File: src/sv/gbn_pkg.sv
// Shared types and constants for the go-back-N sender: request and result
// layouts, configuration register indexes, reset values and store controls.
// No dependencies.
package gbn_pkg;

  // Input request: a tick with a send opportunity, or a received acknowledgement.
  typedef struct packed {
    logic        mode;
    logic [7:0]  new_data;
    logic [15:0] ack_seq;
  } gbn_in_t;

  // One result per request.
  typedef struct packed {
    logic        send_valid;
    logic        is_resend;
    logic [15:0] send_seq;
    logic [7:0]  send_data;
    logic [7:0]  send_source;
    logic [7:0]  send_target;
    logic        timed_out;
    logic        ack_taken;
    logic        ack_dropped;
  } gbn_out_t;

  // Configuration register values as seen by the control logic.
  typedef struct packed {
    logic [31:0] timeout_ticks;
    logic [7:0]  source_id;
    logic [7:0]  target_id;
  } gbn_cfg_t;

  // Write enables from the control logic into the window store.
  typedef struct packed {
    logic time_we;
    logic data_we;
  } gbn_wr_t;

  localparam int unsigned CFG_IDX_W   = 2;
  localparam int unsigned CFG_DATA_W  = 32;

  localparam logic [CFG_IDX_W-1:0] CFG_TIMEOUT = 2'd0;
  localparam logic [CFG_IDX_W-1:0] CFG_SOURCE  = 2'd1;
  localparam logic [CFG_IDX_W-1:0] CFG_TARGET  = 2'd2;

  localparam logic [31:0] TIMEOUT_RST = 32'd6000;
  localparam logic [7:0]  SOURCE_RST  = 8'd0;
  localparam logic [7:0]  TARGET_RST  = 8'd3;

  localparam logic MODE_TICK = 1'b0;
  localparam logic MODE_ACK  = 1'b1;

endpackage

File: src/sv/go_back_n_sender.sv
// Go-back-N sender: one result per request, registered in the result register (the
// request is processed while it sits in the input register, once the result register
// can take its result), and one request accepted per cycle while results are taken.
// The rate is set by the update of the sequence and timer state for each request.
// Reset is asynchronous and active low: counters, window base, next and highest
// sequence, send times and configuration return to their defaults; stored bytes do not.
module go_back_n_sender
  import gbn_pkg::*;
#(
  parameter int unsigned WINDOW    = 4,
  parameter int unsigned SEQ_BITS  = 16,
  parameter int unsigned TIME_BITS = 32
) (
  input  logic                  clk_i,
  input  logic                  rst_ni,
  input  logic                  in_valid_i,
  output logic                  in_stall_o,
  input  gbn_in_t               in_item_i,
  output logic                  out_valid_o,
  input  logic                  out_stall_i,
  output gbn_out_t              out_item_o,
  input  logic                  cfg_valid_i,
  output logic                  cfg_ready_o,
  input  logic [CFG_IDX_W-1:0]  cfg_index_i,
  input  logic [CFG_DATA_W-1:0] cfg_data_i
);

  localparam int unsigned SLOT_W = (WINDOW > 1) ? $clog2(WINDOW) : 1;

  // Configuration registers. Writes are always taken; the host must write only while no
  // request is in flight, so no request sees a half-updated set; the block does not enforce it.
  gbn_cfg_t cfg_q, cfg_d;

  assign cfg_ready_o = 1'b1;

  always_comb begin
    cfg_d = cfg_q;
    if (cfg_valid_i) begin
      unique case (cfg_index_i)
        CFG_TIMEOUT: cfg_d.timeout_ticks = cfg_data_i;
        CFG_SOURCE:  cfg_d.source_id     = cfg_data_i[7:0];
        CFG_TARGET:  cfg_d.target_id     = cfg_data_i[7:0];
        default:     cfg_d               = cfg_q;
      endcase
    end
  end

  always_ff @(posedge clk_i or negedge rst_ni) begin
    if (!rst_ni) begin
      cfg_q.timeout_ticks <= TIMEOUT_RST;
      cfg_q.source_id     <= SOURCE_RST;
      cfg_q.target_id     <= TARGET_RST;
    end else begin
      cfg_q <= cfg_d;
    end
  end

  // Two-register pipeline. The input register holds the accepted request; it is
  // processed in the cycle the result register can take its result, which is
  // whenever the result register is empty or its result is being taken.
  gbn_in_t  in_q;
  logic     in_vld_q, in_vld_d;
  gbn_out_t out_q, result;
  logic     out_vld_q, out_vld_d;
  logic     advance, proc;

  assign advance    = !out_vld_q || !out_stall_i;
  assign proc       = in_vld_q && advance;
  assign in_stall_o = in_vld_q && !advance;
  assign in_vld_d   = in_stall_o ? 1'b1 : in_valid_i;
  assign out_vld_d  = advance ? in_vld_q : out_vld_q;

  always_ff @(posedge clk_i or negedge rst_ni) begin
    if (!rst_ni) begin
      in_vld_q  <= 1'b0;
      out_vld_q <= 1'b0;
    end else begin
      in_vld_q  <= in_vld_d;
      out_vld_q <= out_vld_d;
    end
  end

  always_ff @(posedge clk_i) begin
    if (in_valid_i && !in_stall_o) begin
      in_q <= in_item_i;
    end
    if (proc) begin
      out_q <= result;
    end
  end

  assign out_valid_o = out_vld_q;
  assign out_item_o  = out_q;

  // State update and decision logic, and the per-slot window store.
  logic [SLOT_W-1:0]    base_slot, slot;
  gbn_wr_t              wr;
  logic [7:0]           wr_data, stored_byte;
  logic [TIME_BITS-1:0] wr_time, base_time;

  gbn_ctrl #(
    .WINDOW    (WINDOW),
    .SEQ_BITS  (SEQ_BITS),
    .TIME_BITS (TIME_BITS),
    .SLOT_W    (SLOT_W)
  ) u_ctrl (
    .clk_i         (clk_i),
    .rst_ni        (rst_ni),
    .proc_i        (proc),
    .item_i        (in_q),
    .cfg_i         (cfg_q),
    .base_time_i   (base_time),
    .stored_byte_i (stored_byte),
    .base_slot_o   (base_slot),
    .slot_o        (slot),
    .wr_o          (wr),
    .wr_data_o     (wr_data),
    .wr_time_o     (wr_time),
    .result_o      (result)
  );

  gbn_store #(
    .WINDOW    (WINDOW),
    .TIME_BITS (TIME_BITS),
    .SLOT_W    (SLOT_W)
  ) u_store (
    .clk_i       (clk_i),
    .rst_ni      (rst_ni),
    .wr_i        (wr),
    .wr_slot_i   (slot),
    .wr_data_i   (wr_data),
    .wr_time_i   (wr_time),
    .time_slot_i (base_slot),
    .time_o      (base_time),
    .data_slot_i (slot),
    .data_o      (stored_byte)
  );

  // A processed request always leaves a result in the next cycle.
  a_proc_result : assert property (@(posedge clk_i) disable iff (!rst_ni)
    proc |=> out_vld_q)
    else $error("processed request left no result");

  // A result that is held back stays in the result register unchanged.
  a_out_hold : assert property (@(posedge clk_i) disable iff (!rst_ni)
    (out_vld_q && out_stall_i) |=> (out_vld_q && $stable(out_q)))
    else $error("held result changed");

  // An acknowledgement is either taken or dropped and never sends a packet.
  a_ack_result : assert property (@(posedge clk_i) disable iff (!rst_ni)
    (proc && in_q.mode == MODE_ACK) |=>
      ($onehot({out_q.ack_taken, out_q.ack_dropped})
       && !out_q.send_valid && !out_q.timed_out))
    else $error("bad acknowledgement result");

  // A tick never reports acknowledgement status, and a resend is always a send.
  a_tick_result : assert property (@(posedge clk_i) disable iff (!rst_ni)
    (proc && in_q.mode == MODE_TICK) |=>
      (!out_q.ack_taken && !out_q.ack_dropped
       && (out_q.send_valid || !out_q.is_resend)))
    else $error("bad tick result");

endmodule

File: src/sv/gbn_store.sv
// Window store of the go-back-N sender: payload byte and send time per slot.
// Depends on gbn_pkg for the write-enable struct.
module gbn_store
  import gbn_pkg::*;
#(
  parameter int unsigned WINDOW    = 4,
  parameter int unsigned TIME_BITS = 32,
  parameter int unsigned SLOT_W    = (WINDOW > 1) ? $clog2(WINDOW) : 1
) (
  input  logic                 clk_i,
  input  logic                 rst_ni,
  input  gbn_wr_t              wr_i,
  input  logic [SLOT_W-1:0]    wr_slot_i,
  input  logic [7:0]           wr_data_i,
  input  logic [TIME_BITS-1:0] wr_time_i,
  input  logic [SLOT_W-1:0]    time_slot_i,
  output logic [TIME_BITS-1:0] time_o,
  input  logic [SLOT_W-1:0]    data_slot_i,
  output logic [7:0]           data_o
);

  logic [7:0]           data_q [WINDOW];
  logic [TIME_BITS-1:0] time_q [WINDOW];

  // Payload bytes are only read back for packets already sent, so they need no reset.
  always_ff @(posedge clk_i) begin
    if (wr_i.data_we) begin
      data_q[wr_slot_i] <= wr_data_i;
    end
  end

  always_ff @(posedge clk_i or negedge rst_ni) begin
    if (!rst_ni) begin
      for (int i = 0; i < WINDOW; i++) begin
        time_q[i] <= '0;
      end
    end else if (wr_i.time_we) begin
      time_q[wr_slot_i] <= wr_time_i;
    end
  end

  assign time_o = time_q[time_slot_i];
  assign data_o = data_q[data_slot_i];

endmodule

File: src/sv/gbn_ctrl.sv
// Sequence and timer state of the go-back-N sender with the per-request
// decision logic (timeout, window check, resend, acknowledgement match).
// Depends on gbn_pkg; reads and writes the window store through its ports.
module gbn_ctrl
  import gbn_pkg::*;
#(
  parameter int unsigned WINDOW    = 4,
  parameter int unsigned SEQ_BITS  = 16,
  parameter int unsigned TIME_BITS = 32,
  parameter int unsigned SLOT_W    = (WINDOW > 1) ? $clog2(WINDOW) : 1
) (
  input  logic                 clk_i,
  input  logic                 rst_ni,
  input  logic                 proc_i,
  input  gbn_in_t              item_i,
  input  gbn_cfg_t             cfg_i,
  input  logic [TIME_BITS-1:0] base_time_i,
  input  logic [7:0]           stored_byte_i,
  output logic [SLOT_W-1:0]    base_slot_o,
  output logic [SLOT_W-1:0]    slot_o,
  output gbn_wr_t              wr_o,
  output logic [7:0]           wr_data_o,
  output logic [TIME_BITS-1:0] wr_time_o,
  output gbn_out_t             result_o
);

  localparam longint unsigned SEQ_MAX   = (64'd1 << SEQ_BITS) - 64'd1;
  localparam longint unsigned WIN_LIMIT = (WINDOW < SEQ_MAX) ? WINDOW : SEQ_MAX;
  localparam logic [SEQ_BITS-1:0] LIMIT    = SEQ_BITS'(WIN_LIMIT);
  localparam logic [SEQ_BITS-1:0] SEQ_TOP  = SEQ_BITS'(SEQ_MAX);
  localparam logic [SLOT_W-1:0]   SLOT_TOP = SLOT_W'(WINDOW - 1);
  localparam int unsigned CMP_W = (TIME_BITS > 32) ? TIME_BITS : 32;

  // Slot of seq + 1, given the slot of seq. The sequence space wraps to zero,
  // which is slot zero even when the window does not divide that space.
  function automatic logic [SLOT_W-1:0] slot_step(input logic [SEQ_BITS-1:0] seq,
                                                  input logic [SLOT_W-1:0] slot);
    logic [SLOT_W-1:0] res;
    if (seq == SEQ_TOP || slot == SLOT_TOP) begin
      res = '0;
    end else begin
      res = slot + 1'b1;
    end
    return res;
  endfunction

  logic [TIME_BITS-1:0] tick_q, tick_d;
  logic [SEQ_BITS-1:0]  base_q, base_d;
  logic [SEQ_BITS-1:0]  next_q, next_d;
  logic [SEQ_BITS-1:0]  high_q, high_d;
  logic [SLOT_W-1:0]    base_slot_q, base_slot_d;
  logic [SLOT_W-1:0]    next_slot_q, next_slot_d;

  logic [TIME_BITS-1:0] tick_inc, age;
  logic [SEQ_BITS-1:0]  dn, dh, hd, high_far;
  logic [SEQ_BITS-1:0]  dn2, dh2, seq2, seq3, base_inc;
  logic [SLOT_W-1:0]    slot2, slot3, base_slot_inc;
  logic                 is_tick, outstanding, fire, send, resend, grow, match;

  always_comb begin
    tick_inc    = tick_q + 1'b1;
    dn          = next_q - base_q;
    dh          = high_q - base_q;
    hd          = (dn > dh) ? dn : dh;
    high_far    = base_q + hd;
    outstanding = (hd != '0);
    age         = tick_inc - base_time_i;
    is_tick     = (item_i.mode == MODE_TICK);
    fire        = is_tick && outstanding
                  && (CMP_W'(age) > CMP_W'(cfg_i.timeout_ticks));
    // After a rewind sending restarts at the base, with the old reach kept.
    dn2         = fire ? '0 : dn;
    dh2         = fire ? hd : dh;
    seq2        = fire ? base_q : next_q;
    slot2       = fire ? base_slot_q : next_slot_q;
    send        = is_tick && (dn2 < LIMIT);
    resend      = (dn2 < dh2);
    seq3        = seq2 + 1'b1;
    slot3       = slot_step(seq2, slot2);
    grow        = ((dn2 + 1'b1) > dh2);
    base_inc    = base_q + 1'b1;
    base_slot_inc = slot_step(base_q, base_slot_q);
    match       = (SEQ_BITS'(item_i.ack_seq) == base_q) && outstanding;
  end

  always_comb begin
    tick_d      = tick_q;
    base_d      = base_q;
    next_d      = next_q;
    high_d      = high_q;
    base_slot_d = base_slot_q;
    next_slot_d = next_slot_q;
    if (proc_i) begin
      if (is_tick) begin
        tick_d = tick_inc;
        if (fire) begin
          high_d      = high_far;
          next_d      = base_q;
          next_slot_d = base_slot_q;
        end
        if (send) begin
          next_d      = seq3;
          next_slot_d = slot3;
          if (grow) begin
            high_d = seq3;
          end
        end
      end else if (match) begin
        high_d      = high_far;
        base_d      = base_inc;
        base_slot_d = base_slot_inc;
        // An acknowledged packet that was next in line is never resent.
        if (next_q == base_q) begin
          next_d      = base_inc;
          next_slot_d = base_slot_inc;
        end
      end
    end
  end

  always_ff @(posedge clk_i or negedge rst_ni) begin
    if (!rst_ni) begin
      tick_q      <= '0;
      base_q      <= '0;
      next_q      <= '0;
      high_q      <= '0;
      base_slot_q <= '0;
      next_slot_q <= '0;
    end else begin
      tick_q      <= tick_d;
      base_q      <= base_d;
      next_q      <= next_d;
      high_q      <= high_d;
      base_slot_q <= base_slot_d;
      next_slot_q <= next_slot_d;
    end
  end

  assign base_slot_o  = base_slot_q;
  assign slot_o       = slot2;
  assign wr_o.time_we = proc_i && send;
  assign wr_o.data_we = proc_i && send && !resend;
  assign wr_data_o    = item_i.new_data;
  assign wr_time_o    = tick_inc;

  always_comb begin
    result_o = '0;
    if (is_tick) begin
      result_o.timed_out = fire;
      if (send) begin
        result_o.send_valid  = 1'b1;
        result_o.is_resend   = resend;
        result_o.send_seq    = 16'(seq2);
        result_o.send_data   = resend ? stored_byte_i : item_i.new_data;
        result_o.send_source = cfg_i.source_id;
        result_o.send_target = cfg_i.target_id;
      end
    end else begin
      result_o.ack_taken   = match;
      result_o.ack_dropped = !match;
    end
  end

endmodule

File: config.mk
export PLATFORM = sky130hd
export DESIGN_NAME = go_back_n_sender
export DESIGN_NICKNAME = d
export VERILOG_FILES = /design/src/sv/gbn_pkg.sv /design/src/sv/go_back_n_sender.sv /design/src/sv/gbn_store.sv /design/src/sv/gbn_ctrl.sv
export SDC_FILE = /design/constraint.sdc
export NUM_CORES = 1
export LEC_CHECK = 0
export ABC_AREA = 1
export BUFFER_PORTS_ARGS = -buffer_cell sky130_fd_sc_hd__buf_2
export CORE_MARGIN = 8
export CORE_UTILIZATION = 45
export DETAILED_ROUTE_END_ITERATION = 8
export REMOVE_ABC_BUFFERS = 1
export SLEW_MARGIN = 10
export SYNTH_ARGS = -nofsm -noshare
export SYNTH_HDL_FRONTEND = slang
export SYNTH_HIERARCHICAL = 1
export SYNTH_SLANG_ARGS = --single-unit
File: constraint.sdc
create_clock -name clk_i -period 10.8 [get_ports clk_i]
set_clock_uncertainty 0.15 [all_clocks]
set_input_delay 2.16 -clock clk_i [delete_from_list [all_inputs] [get_ports clk_i]]
set_output_delay 2.16 -clock clk_i [all_outputs]
set_load 0.02 [all_outputs]
* Word level (Yosys, flattened, before mapping) *
Memory sizes are Yosys's and may differ from the RTL's.
Index checks and enable logic that the tools add are counted.

word-level totals
  bits of input ports = 64
  RAM bits = 32
  logic and storage cells = 120
  output and inout bits = 48
  register bits = 332
  memories = 1

memories
  name            depth  width  read ports  clocked after Yosys merged registers in  wr ports  RTL line         text
  u_store.data_q  4      8      1           0                                        1         gbn_store.sv:22  logic [7:0] data_q [WINDOW];

operators by class
  order comparisons = 8
  muxes and demuxes = 31
  bitwise gates (word level) = 4
  $add $sub $neg = 10
  reduce and logical (&&, ||, !) cells = 29
  eq/ne operators = 10

operators with widths
  operator                                                     count
  2-to-1 mux 16 bit                                            13
  bitwise mux 128 bit                                          1
  2-to-1 mux 32 bit                                            3
  binary-select mux 32 bit (select 2 bit)                      1
  demux 32 bit (select 2 bit)                                  1
  adder 16 x 1 -> 16 bit, second input constant                3
  2-to-1 mux 42 bit                                            1
  adder 32 x 1 -> 32 bit, second input constant                1
  == test 16 bit                                               2
  == test 16 bit, second input constant                        2
  greater-than comparator 16 bit                               2
  greater-than comparator 32 bit                               1
  subtractor 16 bit                                            2
  subtractor 32 bit                                            1
  adder 16 bit                                                 1
  less-than comparator 16 bit                                  1
  less-than comparator 16 x 3 -> 1 bit, second input constant  1
  nonzero test 16 bit                                          1
  2-to-1 mux 2 bit                                             7
  logical AND 1 bit                                            10
  AND reduction 2 bit                                          5
  2-to-1 mux 8 bit                                             1
  == test 2 bit, second input constant                         3
  greater-or-equal comparator 3 bit, second input constant     2
  other kinds (12)                                             26

* Logic depth before layout (Yosys ltp) *
  depth after elaboration = 14
  depth in mapped cells = 63
  gate-level depth less buffers = 59

* Hierarchy *
The synthesis kept the hierarchy.

by module, submodules not included
  module            seq. area each (sq um)  area each (sq um)  times used  cells an instance
  gbn_ctrl          2102.0                  13390.3            1           2195
  gbn_store         4164.0                  8027.7             1           1067
  go_back_n_sender  3364.5                  4215.3             1           294

* Least setup slack after synthesis *
No wires, ideal clock.

  kind = reg2reg
  start point = reg u_ctrl.tick_q[0]
  end point = mem u_store.data_q[0][0] (enable)
  period minus slack after synthesis = 8.454 ns
  library setup time = 0.383 ns
  data arrival time = 7.921 ns
  required time = 10.267 ns
  setup slack = 2.346 ns
  buffers on the path = 5
  stages on the path, launching flop included = 52
  cell sequence = dfrtp_1 -> ha_1 -> nand3_1 -> nor2_1 -> inv_1 -> nor2_1 -> nand2_1 -> nor2_1 -> nand4_1 -> nor3_1 -> nand4_1 -> nor4_1 -> nand3_1 -> nor2_1 -> inv_1 -> nand2_1 -> inv_1 -> ha_1 -> (+16 left out) -> buf_6 -> buf_4 -> buf_2 -> buf_2 -> nand2_1 -> o21ai_0 -> ha_1 -> inv_1 -> o21bai_1 -> a21o_1 -> a21oi_1 -> o221ai_1 -> nand3_1 -> nand2_1 -> clkinv_1 -> nor3_1 -> inv_1 -> nor3_1

RTL lines
  what                      RTL line         text
  start: declaration        gbn_ctrl.sv:47   logic [TIME_BITS-1:0] tick_q, tick_d;
  start signal: assignment  gbn_ctrl.sv:130  tick_q <= tick_d;
  end: declaration          gbn_store.sv:22

* Final worst setup path *
  start point = reg u_ctrl.tick_q[0]
  end point = reg u_ctrl.high_q[12]

on the way
  longest elaborated chain between the ends = 10
  elaborated cells on any way between the ends = 16
  classes of those cells = add/sub: 4; order compare: 3; mux: 7; reduce/logical: 2

RTL lines
  what                                RTL line                text
  adder 32 x 1 -> 32 bit (*)          gbn_ctrl.sv:61          tick_inc = tick_q + 1'b1;
  net wr_time[26]                     go_back_n_sender.sv:99  logic [TIME_BITS-1:0] wr_time, base_time;
  subtractor 32 bit (*)               gbn_ctrl.sv:67          age = tick_inc - base_time_i;
  greater-than comparator 32 bit (*)  gbn_ctrl.sv:70          && (CMP_W'(age) > CMP_W'(cfg_i.timeout_ticks));
  logical AND 1 bit (*)               gbn_ctrl.sv:70
  2-to-1 mux 16 bit                   gbn_ctrl.sv:72          dn2 = fire ? '0 : dn;
  adder 16 x 1 -> 16 bit              gbn_ctrl.sv:80          grow = ((dn2 + 1'b1) > dh2);
  greater-than comparator 16 bit      gbn_ctrl.sv:80
  2-to-1 mux 16 bit                   gbn_ctrl.sv:104         if (grow) begin
  2-to-1 mux 16 bit (*)               gbn_ctrl.sv:101         if (send) begin
  2-to-1 mux 16 bit (*)               gbn_ctrl.sv:94          if (is_tick) begin
  end signal: assignment              gbn_ctrl.sv:133         high_q <= high_d;
  end: declaration                    gbn_ctrl.sv:50          logic [SEQ_BITS-1:0] high_q, high_d;

Mark *: on every way through the listed nets, which the timed path passes. The rest lies on a longest branch.
A chain may end at the register's enable or synchronous reset.

==> summary.txt <==
CTS
  • Longest Clk Path Bufs: 3
  • CTS tree: built
  • Root buf cell: clkbuf_16
  • Reg clk slew, reported paths: approximately 0.060 ns
  • Clock sinks: between 300 and 400
  • Inserted Clock Buffers: 43
  • Worst-Skew Late Latency: 0.58 ns
  • # H-tree levels: 2

Timing
  • Min Tclk post-route: 9.84 ns
  • Fmax: 102 MHz
  • Worst hold margin: 0.312 ns
  • RSZ-0062 raised after global routing: false
  • PnR worst setup slack: 0.963 ns
  • Rel. slew slack: 28.3%
  • Max-slew violations: 0
  • Worst Tran Pin Value: 1.07 ns
  • Final setup viols: 0
  • Number of hold violations in the final report: 0
  • Tcrit/Tclk final: 91.1%
  • Fin Setup TNS: 0 ns

Critical path
  • Critical Path AT: 10.20 ns
  • R2r setup slk: about 0.96 ns
  • Worst path required time: between 10 and 15 ns
  • Most used cell, CP: nand2_1
  • R2R cell count: 56
  • CP endpoint kind: register
  • R2r endpoint: u_ctrl/high_q[12]
  • Critical path class: register to register
  • Cell family with most CP delay: simple AND/OR/NAND/NOR gates
  • Worst-path fanout max: 49
  • R2r startpoint: u_ctrl/tick_q[0]
  • Crit start category: register
  • Critical-path top delay cell: dfrtp_1
  • Buf/Inv on CP: 8
  • Max stage delay on crit path: 0.43 ns
  • Critical path depth: 56

Power and ir drop
  • Switching Power: 4.90 mW
  • Switching share of power: 51.9%
  • Total power per unit cell area: between 300 and 400 mW/mm^2
  • Sequential share of power: a little under a fifth
  • Clk pwr share: 16.6%
  • Leakage: ~15 nW
  • Power Internal: 4.55 mW
  • Max VDD drop: 262 uV
  • Logic pwr share: 64.9%

Yosys
  • Top FF cell, synth: dfrtp_1
  • Synthesized instance count: 3,556
  • EDFF count, synth: slightly above 100
  • Synth Warn #: 6
  • Netlist cell types: between 50 and 60
  • Register area share after synthesis: 37.6%
  • Mean Syn Cell Area: between 7 and 8 um^2
  • Fraction of registers with async set/reset: 72.0%
  • Yosys reg bits: 364
  • Cell Area, Synth: 0.0256 mm^2

Route
  • Starting DRT DRC Count: 1,849
  • First-pass detailed-route iteration total: 5
  • Via count: roughly 23,000
  • Via/cell ratio: ~5.2
  • WL per Instance: between 15 and 20 um
  • Post-Route WL: 75.7 mm
  • Residual DRC count: 0
  • Antenna Nets Post-Route: 0

Final layout
  • Commonest cells after routing, fill and taps aside: 1,171 x nand2_1, 544 x inv_1, 278 x nand3_1, 252 x dfrtp_1, 163 x ha_1
  • Commonest non-fill, non-tap cell in the layout: nand2_1
  • Design Area, Final: 0.0281 mm^2
  • Layout cells sized above 1: 8.73%
  • Diodes inserted: 0
  • Final net count: approximately 3,800
  • Area growth syn-to-layout: 9.82%

GRT
  • Gr ovfl total: 0
  • First-pass GRT wire length: roughly 120 mm
  • Largest net degree at the start of global routing: approximately 170
  • Initial antenna violation count: 0
  • GRT Util Overall: a little under a quarter
  • Vias in the first global route: 21,700

Floorplanning
  • Full die area: 0.0649 mm^2
  • Core area: 0.0564 mm^2
  • Die width: 255 um
  • Ports: 112
  • Initial core utilization: 45.5%
  • Die height: 255 um
  • Cell Rows: 87

Placement
  • Pre-CTS setup slack: between 0.4 and 0.5 ns
  • Dpl hpwl: 53.9 mm
  • Placed instance area: roughly 0.027 mm^2
  • GP Congestion: about 0.94
  • Port Buffers: 110

Flow run
  • Max-capacitance violation count: 0

Hold path
  • HP Start: cfg_q[26]
  • Min-Delay Endpoint: cfg_q[26]
  • Hold depth: 2
  • Hold crit path type: register to register

Outcome
  • Status: complete, no violations
==> stage by stage <==
stage	util [%]	power, mW	cells
final	49.9	9.45	4388
after global routing	49.9	10.4	4388
after CTS	49.8	9.41	4386
after detailed placement	47.1	7.78	4306
after global placement	47.1	7.76	4306
after floorplan	-	6.11	3411
==> synthesized netlist by cell type (all sizes together), types with 10 or more instances <==
cell | instances | area share [%]
nand2 | 1201 | 18
inv | 555 | 8.1
nand3 | 293 | 6.1
dfrtp | 253 | 25
nor2 | 175 | 2.8
ha | 163 | 8.0
a21oi | 156 | 3.1
o21ai | 144 | 2.8
buf | 109 | 2.7
nand4 | 109 | 2.7
edfxtp | 102 | 12
xor2 | 84 | 2.9
clkbuf | 36 | 0.53
nor3 | 32 | 0.66
xnor2 | 31 | 1.1
a21boi | 12 | 0.35
nor4 | 10 | 0.33
or2 | 10 | 0.24
==> metal layers <==
layer  routed length, um  vias up  track usage, %
met1               33700    10500            30.8
li1                    -    11400               -
met2               34800      641            38.0
met5                   0        -               0
met4                3000        0            9.00
met3                4160      160            3.77
==> how the worst max path moves through the flow <==
stage / start / end / slack (ns)
5_1_grt: u_ctrl/tick_q[0] / u_ctrl/high_q[12] / 0.008
6_report: u_ctrl/tick_q[0] / u_ctrl/high_q[12] / 0.96
4_1_cts: u_ctrl/tick_q[0] / u_ctrl/high_q[3] / 0.35
2_1_floorplan: u_ctrl/base_slot_o[0] / u_store/time_q[100] / -2.50
3_5_place_dp: u_ctrl/tick_q[0] / u_ctrl/high_q[3] / 0.42
3_3_place_gp: u_ctrl/tick_q[0] / u_ctrl/high_q[3] / 0.70
==> state kept, by name, summed over array words and instances, names as in the netlist <==
name	count
u_store/time_q	128
cfg_q	48
out_item_o	45
u_ctrl/tick_q	32
u_store/data_q	32
in_q	25
u_ctrl/base_q	16
u_ctrl/high_q	16
u_ctrl/next_q	16
u_ctrl/base_slot_o	2
u_ctrl/next_slot_q	2
in_vld_q	1
out_valid_o	1
==> tightest hold or removal path: cells and delay by family, from the launching register on <==
kind | cells | cell delay (ns)
flip-flops | 1 | 0.37
AND/OR/NAND/NOR | 2 | 0.09
==> power groups by stage <==
stage / Clock, mW / Combinational, mW / Sequential (mW)
floorplan: 0 / 4.37 / 1.74
finish: 1.57 / 6.13 / 1.75
detailed placement: 0 / 6.01 / 1.77
CTS: 1.60 / 6.05 / 1.75
global placement: 0 / 5.99 / 1.77
global route: 1.65 / 6.93 / 1.77
==> kinds of logic (layout without fill, tap and decap cells) <==
kind of cell    after synthesis  after routing  synth area share [%]
xor+xnor                    115            115                  3.96
buf+inv                     706            782                  11.4
other cells                   1              1                0.0146
compound gates              365            365                  7.79
fa+ha+maj                   167            167                  8.27
simple gates               1838           1838                  31.0
flops                       364            364                  37.6
==> timing repair <==
| action | 4_1_cts | 5_1_grt |
|---|---|---|
| hold buffers | 0 | 0 |
| setup buffers | 0 | 2 |
| resized for setup | 0 | 7 |
| setup endpoints to repair | 0 | 48 |
==> final cells by class <==
type	instances	area, um^2
inverters	561	2120
clock buffers	62	1260
clock inverters	18	265
flip-flops and latches	364	9630
well taps	756	946
multi-input cells	2486	13100
repair buffers	141	806
fillers	5759	28200
(Power assumes the default switching activity.)
